File: config.mk
export PLATFORM = sky130hd
export DESIGN_NAME = dcc_ram
export DESIGN_NICKNAME = d
export VERILOG_FILES = /design/src/dcc_ram.sv
export SDC_FILE = /design/constraint.sdc
export NUM_CORES = 1
export LEC_CHECK = 0
export BUFFER_PORTS_ARGS = -buffer_cell sky130_fd_sc_hd__clkbuf_2
export CORE_ASPECT_RATIO = 0.5
export CORE_MARGIN = 4
export CORE_UTILIZATION = 50
export CTS_CLUSTER_SIZE = 40
export DETAILED_ROUTE_END_ITERATION = 7
export HOLD_SLACK_MARGIN = 0.05
export PLACE_DENSITY = 0.63
export SYNTH_ARGS = -nofsm -noshare
export SYNTH_HDL_FRONTEND = slang
export SYNTH_SLANG_ARGS = --single-unit
export TNS_END_PERCENT = 100
File: constraint.sdc
create_clock -name clk_i -period 3.6 [get_ports clk_i]
set_input_delay 0.54 -clock clk_i [delete_from_list [all_inputs] [get_ports clk_i]]
set_output_delay 0.54 -clock clk_i [all_outputs]
set_load 0.05 [all_outputs]
File: src/dcc_ram.sv
`default_nettype none

module dcc_ram #(
  parameter int unsigned WIDTH = 8,
  parameter int unsigned DEPTH = 16,
  localparam int unsigned AW = (DEPTH > 1) ? $clog2(DEPTH) : 1
) (
  input  wire logic             clk_i,
  input  wire logic             we_i,
  input  wire logic [AW-1:0]    waddr_i,
  input  wire logic [WIDTH-1:0] wdata_i,
  input  wire logic             re_i,
  input  wire logic [AW-1:0]    raddr_i,
  output logic      [WIDTH-1:0] rdata_o
);

  logic [WIDTH-1:0] mem_q [DEPTH];

  always_ff @(posedge clk_i) begin
    if (we_i) begin
      mem_q[waddr_i] <= wdata_i;
    end
    if (re_i) begin
      rdata_o <= mem_q[raddr_i];
    end
  end

endmodule

`default_nettype wire

==> flow_results.xml <==
<?xml version="1.0" encoding="UTF-8"?>
<metrics>
  <group name="routing">
    <metric name="route.detailed.drc" unit="">0</metric>
    <metric name="pre_repair_dr_iteration_count" unit="">4</metric>
    <metric name="vias" unit="">2385</metric>
    <metric name="routedWlPerCell" unit="um">23.38</metric>
    <metric name="final_antenna_net_count" unit="">0</metric>
    <metric name="drt_first_iter_violations" unit="">219</metric>
    <metric name="route.final.wire_length" unit="mm">9.868</metric>
    <metric name="viasPerCell" unit="">5.652</metric>
  </group>
  <group name="finish">
    <metric name="final_util" unit="%">59.27</metric>
    <metric name="insertedDiodeCount" unit="">0</metric>
    <metric name="layout.filler_cells" unit="">725</metric>
    <metric name="design.final.nets" unit="">288</metric>
    <metric name="area_growth_synth_to_finish" unit="%">15.82</metric>
    <metric name="post_route_cells_drive_above_1_share" unit="%">26.24</metric>
    <metric name="fin_cells" unit="">422</metric>
  </group>
  <group name="timing">
    <metric name="final_period_minus_worst_setup_slack" unit="ns">2.156</metric>
    <metric name="slew_violations" unit="">0</metric>
    <metric name="timing.clock.skew" unit="ns">0.005152</metric>
    <metric name="period_share" unit="%">59.90</metric>
    <metric name="max_slew_margin" unit="%">35.85</metric>
    <metric name="timing.setup.tns" unit="ns">0</metric>
    <metric name="timing.final.setup_violations" unit="">0</metric>
    <metric name="worst_slew_pin_slew" unit="ns">0.9588</metric>
    <metric name="grt_setup_unrepaired" unit="">false</metric>
    <metric name="timing.fmax" unit="MHz">463.8</metric>
    <metric name="setup_ws" unit="ns">1.444</metric>
    <metric name="hold_violations" unit="">0</metric>
  </group>
  <group name="cts">
    <metric name="post-cts-setup-buffers" unit="">0</metric>
    <metric name="numClockSinks" unit="">136</metric>
    <metric name="post_cts_resized" unit="">0</metric>
    <metric name="cts.root.buffer_cell" unit="">sky130_fd_sc_hd__clkbuf_16</metric>
    <metric name="cts-root-to-sink-buffers" unit="">2</metric>
    <metric name="cts_tree" unit="">done</metric>
    <metric name="clock_insertion_delay_worst_skew" unit="ns">0.40</metric>
    <metric name="ctsHoldBuffers" unit="">0</metric>
    <metric name="cts_buffers" unit="">17</metric>
    <metric name="cts_clk_pin_slew_worst_paths" unit="ns">0.06</metric>
    <metric name="cts_htree_levels" unit="">4</metric>
  </group>
  <group name="placement">
    <metric name="place_ws" unit="ns">0.9556</metric>
    <metric name="dpl.cell_count" unit="">390</metric>
    <metric name="gpl.final_weighted_congestion" unit="">0.7392</metric>
    <metric name="detailedPlacementHpwl" unit="mm">6.091</metric>
    <metric name="placement.io_buffers" unit="">26</metric>
  </group>
  <group name="grt">
    <metric name="grtUsageMet3" unit="%">4.790</metric>
    <metric name="grt_pass1_vias" unit="">2402</metric>
    <metric name="grt_first_pass_wirelength" unit="mm">14.99</metric>
    <metric name="grt_util_met2" unit="%">26.04</metric>
    <metric name="grt_antenna_before_repair" unit="">0</metric>
    <metric name="global_route.usage.met1" unit="%">25.32</metric>
    <metric name="busiest_layer" unit="">met2</metric>
    <metric name="groute.usage.overall" unit="%">17.56</metric>
    <metric name="grt_remaining_overflow" unit="">0</metric>
    <metric name="grt_start_max_net_pins" unit="">33</metric>
  </group>
  <group name="yosys">
    <metric name="synth-edff-count" unit="">136</metric>
    <metric name="yosys.area.top_type_share" unit="%">78.12</metric>
    <metric name="synth_nets" unit="">248</metric>
    <metric name="ys.flop_type" unit="">sky130_fd_sc_hd__edfxtp_1</metric>
    <metric name="netlist.top_cell.by_area" unit="">sky130_fd_sc_hd__edfxtp_1</metric>
    <metric name="synth.top_cells.by_area" unit="">sky130_fd_sc_hd__edfxtp_1, sky130_fd_sc_hd__mux4_2, sky130_fd_sc_hd__mux4_1</metric>
    <metric name="synth_cell_types" unit="">18</metric>
    <metric name="synth.yosys.warnings" unit="">0</metric>
    <metric name="synth.most_common_cell" unit="">sky130_fd_sc_hd__edfxtp_1</metric>
    <metric name="syn_area_per_cell" unit="um2">22.83</metric>
    <metric name="synthArstFlopShare" unit="%">0</metric>
    <metric name="synth_common_cells" unit="">sky130_fd_sc_hd__edfxtp_1, sky130_fd_sc_hd__mux4_2, sky130_fd_sc_hd__a22oi_1</metric>
    <metric name="synthesis.area" unit="um2">5228</metric>
    <metric name="synth_sequential_area_ratio" unit="%">78.12</metric>
    <metric name="ys_seq_elements" unit="">136</metric>
    <metric name="postSynthCellCount" unit="">229</metric>
  </group>
  <group name="run_status">
    <metric name="run_status" unit="">finished, final reports clean</metric>
  </group>
  <group name="worst_setup_path">
    <metric name="end_kind" unit="">flop</metric>
    <metric name="crit_arrival" unit="ns">2.30</metric>
    <metric name="cp-start-kind" unit="">input port</metric>
    <metric name="worst-path-max-fanout" unit="">17</metric>
    <metric name="worstSetupPathType" unit="">input port to flop</metric>
    <metric name="critPathRequiredTime" unit="ns">3.74</metric>
  </group>
  <group name="pwr">
    <metric name="p_sw_share" unit="%">19.81</metric>
    <metric name="leakage" unit="nW">2.011</metric>
    <metric name="power.share.clock" unit="%">45.9</metric>
    <metric name="p_per_area" unit="nW/um2">602.2</metric>
    <metric name="worst_ir_drop_vdd" unit="uV">320.2</metric>
    <metric name="net_load_switching_power" unit="uW">722.2</metric>
    <metric name="int_pwr" unit="mW">2.924</metric>
    <metric name="power_frac_seq" unit="%">49.2</metric>
    <metric name="pwr-share-comb" unit="%">5.0</metric>
  </group>
  <group name="die">
    <metric name="die_height" unit="um">80.30</metric>
    <metric name="boundaryPins" unit="">27</metric>
    <metric name="die_area" unit="um2">12250</metric>
    <metric name="rows" unit="">26</metric>
    <metric name="initial_core_util" unit="%">51.18</metric>
    <metric name="die_x" unit="um">152.6</metric>
    <metric name="design.core.area" unit="um2">10210</metric>
  </group>
  <group name="job">
    <metric name="maxCapViolations" unit="">0</metric>
  </group>
  <group name="min_path">
    <metric name="worstHoldPathType" unit="">input port to flop</metric>
  </group>
</metrics>
## critical path, stage by stage
cell                       delay [ns]
sky130_fd_sc_hd__clkbuf_2        0.45
sky130_fd_sc_hd__buf_4           0.42
sky130_fd_sc_hd__mux4_1          0.60
sky130_fd_sc_hd__a22oi_1         0.19
sky130_fd_sc_hd__nand2_1         0.08
## stage by stage
stage	hold slack (ns)	instance area, um2	power [mW]
final	0.5014	6055	3.646
after global placement	0.7321	5484	2.002
after global routing	0.4986	6055	3.764
after detailed placement	0.7441	5484	2.009
after CTS	0.4954	6055	3.662
after floorplan	0.6389	5228	1.941
## per-layer routing
metal  share of wire (%)  vias up
met1                  49     1251
met2                  46       56
li1                    -     1068
met4                 1.0        0
met5                   0        -
met3                 4.7       10
## final timing paths
kind | slack, ns | depth (start not counted) | endpoint | startpoint
min reg2reg | 0.76 | 3 | rdata_o[3]$_DFFE_PP_ | mem_q[8][3]$_DFFE_PP_
max | 1.44 | 5 | rdata_o[1]$_DFFE_PP_ | raddr_i[0]
max reg2reg | 1.96 | 3 | rdata_o[1]$_DFFE_PP_ | mem_q[1][1]$_DFFE_PP_
min | 0.50 | 1 | rdata_o[0]$_DFFE_PP_ | re_i
## placed cells by master (no fill, tap or decap), types with 3 or more instances in the layout
cell / Yosys / final
sky130_fd_sc_hd__edfxtp_1: 136 / 136
sky130_fd_sc_hd__clkbuf_2: 0 / 26
sky130_fd_sc_hd__mux4_2: 18 / 18
sky130_fd_sc_hd__clkbuf_16: 0 / 17
sky130_fd_sc_hd__a22oi_1: 16 / 16
sky130_fd_sc_hd__mux4_1: 14 / 14
sky130_fd_sc_hd__nor2_1: 13 / 13
sky130_fd_sc_hd__nand2_1: 9 / 9
sky130_fd_sc_hd__buf_4: 1 / 5
sky130_fd_sc_hd__nor3_1: 4 / 4
sky130_fd_sc_hd__clkbuf_1: 0 / 4
sky130_fd_sc_hd__clkinv_1: 0 / 4
sky130_fd_sc_hd__bufinv_16: 0 / 3
## sequential cells by signal, indices dropped and copies added, names as in the netlist
| signal | cells |
|---|---|
| mem_q | 128 |
| rdata_o | 8 |
## kinds of logic after synthesis
group                  count (synthesis)  share of synthesized area [%]
and+or+nand+nor                       35                          3.136
AOI/OAI and AO/OA                     16                          2.298
buffers and inverters                 10                          1.651
muxes                                 32                          14.79
DFF                                  136                          78.12
## area by class of cell
class                      count  area [um2]  share of cell area (%)
sequential                   136        4084                   67.45
clock inverter                11       130.1                   2.149
timing repair buffer          31       167.7                   2.769
tap                          140       175.2                   2.893
clock buffer                  21       440.4                   7.274
multi-input combinational     83        1057                   17.46
## power by group through the flow
stage	registers (mW)	clock network, mW	logic, mW
6_report	1.79	1.67	0.181
3_3_place_gp	1.82	0	0.178
4_1_cts	1.79	1.69	0.183
3_5_place_dp	1.83	0	0.183
2_1_floorplan	1.85	0	0.0900
5_1_grt	1.80	1.77	0.195
(Power assumes the default switching activity.)
