===== src/dcc_pkg.sv =====
`default_nettype none

package dcc_pkg;

  localparam int unsigned PaddrW = 5;

  // register indexes on the configuration port
  localparam logic [2:0] RegChanCount   = 3'd0;
  localparam logic [2:0] RegFullScale   = 3'd1;
  localparam logic [2:0] RegRawMode     = 3'd2;
  localparam logic [2:0] RegBufferLen   = 3'd3;
  localparam logic [2:0] RegRecycle     = 3'd4;

  localparam logic ModeSample = 1'b0;
  localparam logic ModeEntry  = 1'b1;

  typedef struct packed {
    logic [4:0]  chan_count;
    logic [31:0] full_scale;
    logic        raw_mode;
    logic [31:0] buffer_length;
    logic        recycle;
  } dcc_cfg_t;

  typedef struct packed {
    logic signed [47:0] slope;
    logic signed [47:0] offset;
    logic               analog;
  } dcc_entry_t;

  // per-sample bookkeeping that travels alongside the arithmetic
  typedef struct packed {
    logic signed [39:0] sample;
    logic [3:0]         ch;
    logic               in_range;
    logic               bend;
    logic               adone;
    logic [47:0]        total;
  } dcc_meta_t;

endpackage

`default_nettype wire


===== src/dcc_cfg.sv =====
`default_nettype none

module dcc_cfg
  import dcc_pkg::*;
(
  input  wire logic              clk_i,
  input  wire logic              rst_ni,
  input  wire logic              psel,
  input  wire logic              penable,
  input  wire logic              pwrite,
  input  wire logic [PaddrW-1:0] paddr,
  input  wire logic [31:0]       pwdata,
  output logic      [31:0]       prdata,
  output logic                   pready,
  output dcc_cfg_t               cfg_o
);

  dcc_cfg_t   cfg_q, cfg_d;
  logic [2:0] idx;
  logic       wr;

  assign pready = 1'b1;
  assign idx    = paddr[4:2];
  assign wr     = psel && penable && pwrite;
  assign cfg_o  = cfg_q;

  always_comb begin
    cfg_d = cfg_q;
    if (wr) begin
      unique case (idx)
        RegChanCount: cfg_d.chan_count    = pwdata[4:0];
        RegFullScale: cfg_d.full_scale    = pwdata;
        RegRawMode:   cfg_d.raw_mode      = pwdata[0];
        RegBufferLen: cfg_d.buffer_length = pwdata;
        RegRecycle:   cfg_d.recycle       = pwdata[0];
        default:      cfg_d               = cfg_q;
      endcase
    end
  end

  always_comb begin
    unique case (idx)
      RegChanCount: prdata = {27'd0, cfg_q.chan_count};
      RegFullScale: prdata = cfg_q.full_scale;
      RegRawMode:   prdata = {31'd0, cfg_q.raw_mode};
      RegBufferLen: prdata = cfg_q.buffer_length;
      RegRecycle:   prdata = {31'd0, cfg_q.recycle};
      default:      prdata = 32'd0;
    endcase
  end

  always_ff @(posedge clk_i or negedge rst_ni) begin
    if (!rst_ni) begin
      cfg_q.chan_count    <= 5'd1;
      cfg_q.full_scale    <= 32'd65535;
      cfg_q.raw_mode      <= 1'b0;
      cfg_q.buffer_length <= 32'd1;
      cfg_q.recycle       <= 1'b1;
    end else begin
      cfg_q <= cfg_d;
    end
  end

endmodule

`default_nettype wire


===== config.mk =====
export PLATFORM = sky130hd
export DESIGN_NAME = dcc_cfg
export DESIGN_NICKNAME = d
export VERILOG_FILES = /design/src/dcc_pkg.sv /design/src/dcc_cfg.sv
export SDC_FILE = /design/constraint.sdc
export NUM_CORES = 1
export LEC_CHECK = 0
export BUFFER_PORTS_ARGS = -buffer_cell sky130_fd_sc_hd__buf_2
export CORE_MARGIN = 2
export CORE_UTILIZATION = 25
export CTS_BUF_LIST = sky130_fd_sc_hd__clkbuf_2
export DETAILED_ROUTE_END_ITERATION = 10
export GPL_ROUTABILITY_DRIVEN = 1
export SLEW_MARGIN = 20
export SYNTH_ARGS = -nofsm -noshare
export SYNTH_HDL_FRONTEND = slang
export SYNTH_SLANG_ARGS = --single-unit

===== constraint.sdc =====
create_clock -name clk_i -period 1.56 [get_ports clk_i]
set_input_delay 0.234 -clock clk_i [delete_from_list [all_inputs] [get_ports clk_i]]
set_output_delay 0.234 -clock clk_i [all_outputs]
set_load 0.01 [all_outputs]

==> results.txt <==
----------------------------------------------------
[Floorplan]
  Initial standard-cell utilization of the core ... 25.6%
  Full die area ... 13800 um2
  Ports ... 146
  Std-Cell Rows ... 41
  Die span in y ... 118 um
  Placeable core area ... 12600 um2
  Die X ... 118 um

[Place]
  Placement-stage worst setup slack ... -0.0282 ns
  Port-buffer cells ... 142
  DP HPWL ... 5730 um
  RD Place Congestion ... ~0.72

[Power and ir drop]
  Sequential share of power ... between 40% and 50%
  PD cells ... 1100 nW/um2
  Leakage power summed over all cells ... 0.00265 uW
  Power Internal ... between 4000 and 5000 uW
  Peak VDD IR ... 0.488 mV
  Relative contribution of the clock network to total power ... 22.6%
  Fraction of power spent switching nets ... 28.7%
  Power share of the combinational group ... roughly a third
  Net Sw Power ... 1700 uW

[Synth]
  Yosys cell types ... 24
  Cell area after technology mapping ... between 3000 and 4000 um2
  Post-synth EDFFs ... 0
  Most instantiated library cell after synthesis ... sky130_fd_sc_hd__mux2_2
  Leading register cell type out of synthesis ... sky130_fd_sc_hd__dfrtp_1
  Average instance area after synthesis ... 15.2 um2
  Number of standard cells after synthesis ... 213
  Async set or reset register ratio after synthesis ... 100%
  Fraction of synthesized cell area taken by the top area cell type ... 40.3%
  Area leader, netlist ... sky130_fd_sc_hd__dfrtp_1
  Number of nets produced by synthesis ... 255
  Count of yosys warnings during synthesis ... 0
  Leading cell types by count after synthesis ... sky130_fd_sc_hd__mux2_2 (66), sky130_fd_sc_hd__dfrtp_1 (52), sky130_fd_sc_hd__a22o_1 (27), sky130_fd_sc_hd__dfstp_2 (19), sky130_fd_sc_hd__mux2_1 (10)
  #FFs+latches synth ... between 70 and 80
  Top post-synthesis cells by area ... sky130_fd_sc_hd__dfrtp_1 (40%), sky130_fd_sc_hd__mux2_2 (23%), sky130_fd_sc_hd__dfstp_2 (15%)
  Sequential share of the synthesized area ... 55.8%

[Clock tree]
  Clock latency of the later-clocked register in the worst-skew pair ... 0.52 ns
  TritonCTS buffer count ... 9
  Clock slew at the register clock pins of the worst setup and hold paths ... 0.19 ns
  Deepest level of the CTS H-tree ... 3
  Root buffer selected by CTS ... sky130_fd_sc_hd__clkbuf_2
  CTS tree ... yes
  Clock sink count ... 71
  Maximum buffer depth of the clock tree ... 2

[Global routing]
  Via count of the first global-routing pass ... 2824
  Remaining global-route overflow ... 0
  Antenna violations before repair ... 0
  Pin count of the biggest net entering global routing ... slightly above 70
  Overall track demand over capacity in global routing ... 13.2%
  First-pass GRT wire length ... 14400 um

[Critical path]
  Buf/Inv on CP ... 1
  Worst EP arrival ... 1.61 ns
  Chain of cells forming the critical path ... mux2_2, a32oi_2, o31ai_2, buf_2
  Cell type of the slowest stage on the worst timing path ... sky130_fd_sc_hd__dfstp_2
  Gate family responsible for the most delay along the worst path ... flip-flops
  Sort of element at the end of the critical path ... output port
  Required time at the worst-slack endpoint ... 1.33 ns
  Critical path class ... flip-flop to output port
  Crit-path max cell delay ... 0.41 ns
  Maximum fanout count along the critical path ... 2
  Kind of start point of the critical path ... flip-flop

[Outcome]
  Failing checks ... setup timing
  Run status ... complete, but fails checks

[Final layout]
  Number of flip-flops in the largest register ... 71
  Diodes inserted ... 0
  Area delta synth->final ... 66.6%
  Final Util ... 42.6%
  Share of post-route cells with drive strength above 1 ... 70.0%
  Post-layout net count ... 483

[Timing]
  Crit path setup slack, layout ... -0.285 ns
  Max frequency ... between 500 and 600 MHz
  Unrepaired setup endpoints after global routing ... true
  Final setup violation count ... 18
  Final Hold Slack ... 0.213 ns
  Final worst-path cycle share ... 118%
  Max Clock Skew ... 0 ns
  Crit path time final ... 1.85 ns
  Final Max Tran Viols ... 0
  Fin. Hold Viols ... 0

[Route]
  Post-detailed-routing wire length ... approximately 9000 um
  Per-cell via count in the routed design ... 4.44
  Post-DRT Antenna Nets ... 0
  First-pass iteration count of the detailed router ... 4
  Total number of vias ... 2743
  Number of DRC markers after the initial detailed-route iteration ... between 70 and 80
  Post-route DRC violation count ... 0
  Average wire length per cell after detail routing ... 14.9 um

[Job]
  Max capacitance violation total ... 0

[Min path]
  Class of the most critical hold timing path ... primary input to flip-flop

----------------------------------------------------
power groups by stage:
| stage | registers [uW] | clock network (uW) | logic [uW] |
|---|---|---|---|
| floorplan | 2710 | 0 | 494 |
| global placement | 2550 | 0 | 1270 |
| detailed placement | 2580 | 0 | 1300 |
| CTS | 2530 | 1420 | 1790 |
| global route | 2590 | 1490 | 2180 |
| finish | 2540 | 1330 | 2030 |
layer usage:
layer / global-route usage [%] / share of wire [%]
met1: 15.3 / 42
met2: 21.9 / 50
met3: 3.68 / 5.2
met4: 7.53 / 2.9
met5: 0 / 0
cell type report:
class,count,area (um2)
fill,1180,7240
tap,172,215
clock inverter,7,111
multi-input combinational,126,1340
timing repair buffer,233,1870
sequential,71,1800
clock buffer,9,45.0
through the flow:
step	TNS [ns]	instance area, um2	power [uW]	cells
floorplan	0	3230	3210	213
global route	-6.22	5380	6250	618
global placement	-0.0506	4240	3820	527
finish	-1.59	5380	5910	618
detailed placement	-0.162	4240	3870	527
CTS	-4.59	5130	5740	607
worst reg2reg max path: stages, from the launching register on:
cell                      delay (ns)
sky130_fd_sc_hd__dfstp_2        0.41
sky130_fd_sc_hd__buf_6          0.11
sky130_fd_sc_hd__buf_4          0.12
sky130_fd_sc_hd__mux2_2         0.25
final timing paths:
kind                            startpoint   endpoint  slack [ns]  cells past startpoint
worst max register to register   cfg_o[42]  cfg_o[42]        0.63                      3
worst min-delay path               penable  cfg_o[33]        0.21                      4
worst max-delay path              cfg_o[1]  prdata[0]       -0.29                      4
worst min register to register    cfg_o[6]   cfg_o[6]        0.54                      1
max in group asynchronous           rst_ni  cfg_o[49]        0.99                      3
min in group asynchronous           rst_ni  cfg_o[24]        0.24                      3
cells in the final DEF, fill, tap and decap left out, drive strengths merged:
master	n
a22o	27
a22oi	4
a32oi	1
and2	1
and2b	1
buf	200
bufinv	3
clkbuf	9
clkinv	3
clkinvlp	1
conb	1
dfrtp	52
dfstp	19
dlygate4sd3	33
mux2	76
mux2i	1
nand2	1
nand3	1
nor2	5
nor2b	1
nor3	1
nor4	1
nor4b	2
o31ai	1
or4b	1
cell families (layout without fill, tap and decap cells):
group | count (synthesis) | in the layout | synth area share, %
buffers and inverters | 16 | 249 | 4.11
AOI/OAI and AO/OA | 33 | 33 | 8.76
DFF | 71 | 71 | 55.8
and+or+nand+nor | 15 | 15 | 4.42
muxes | 77 | 77 | 26.8
other | 1 | 1 | 0.116
repair_timing:
item                                    in CTS  in global routing
endpoints found under the setup margin      51                 63
pin swaps                                    6                  2
hold buffers                                33                  0
buffers inserted                            31                 12
resized for setup                           29                 33
hold endpoints to repair                   142                  0
No activity file was read; power rests on OpenSTA's default activity.
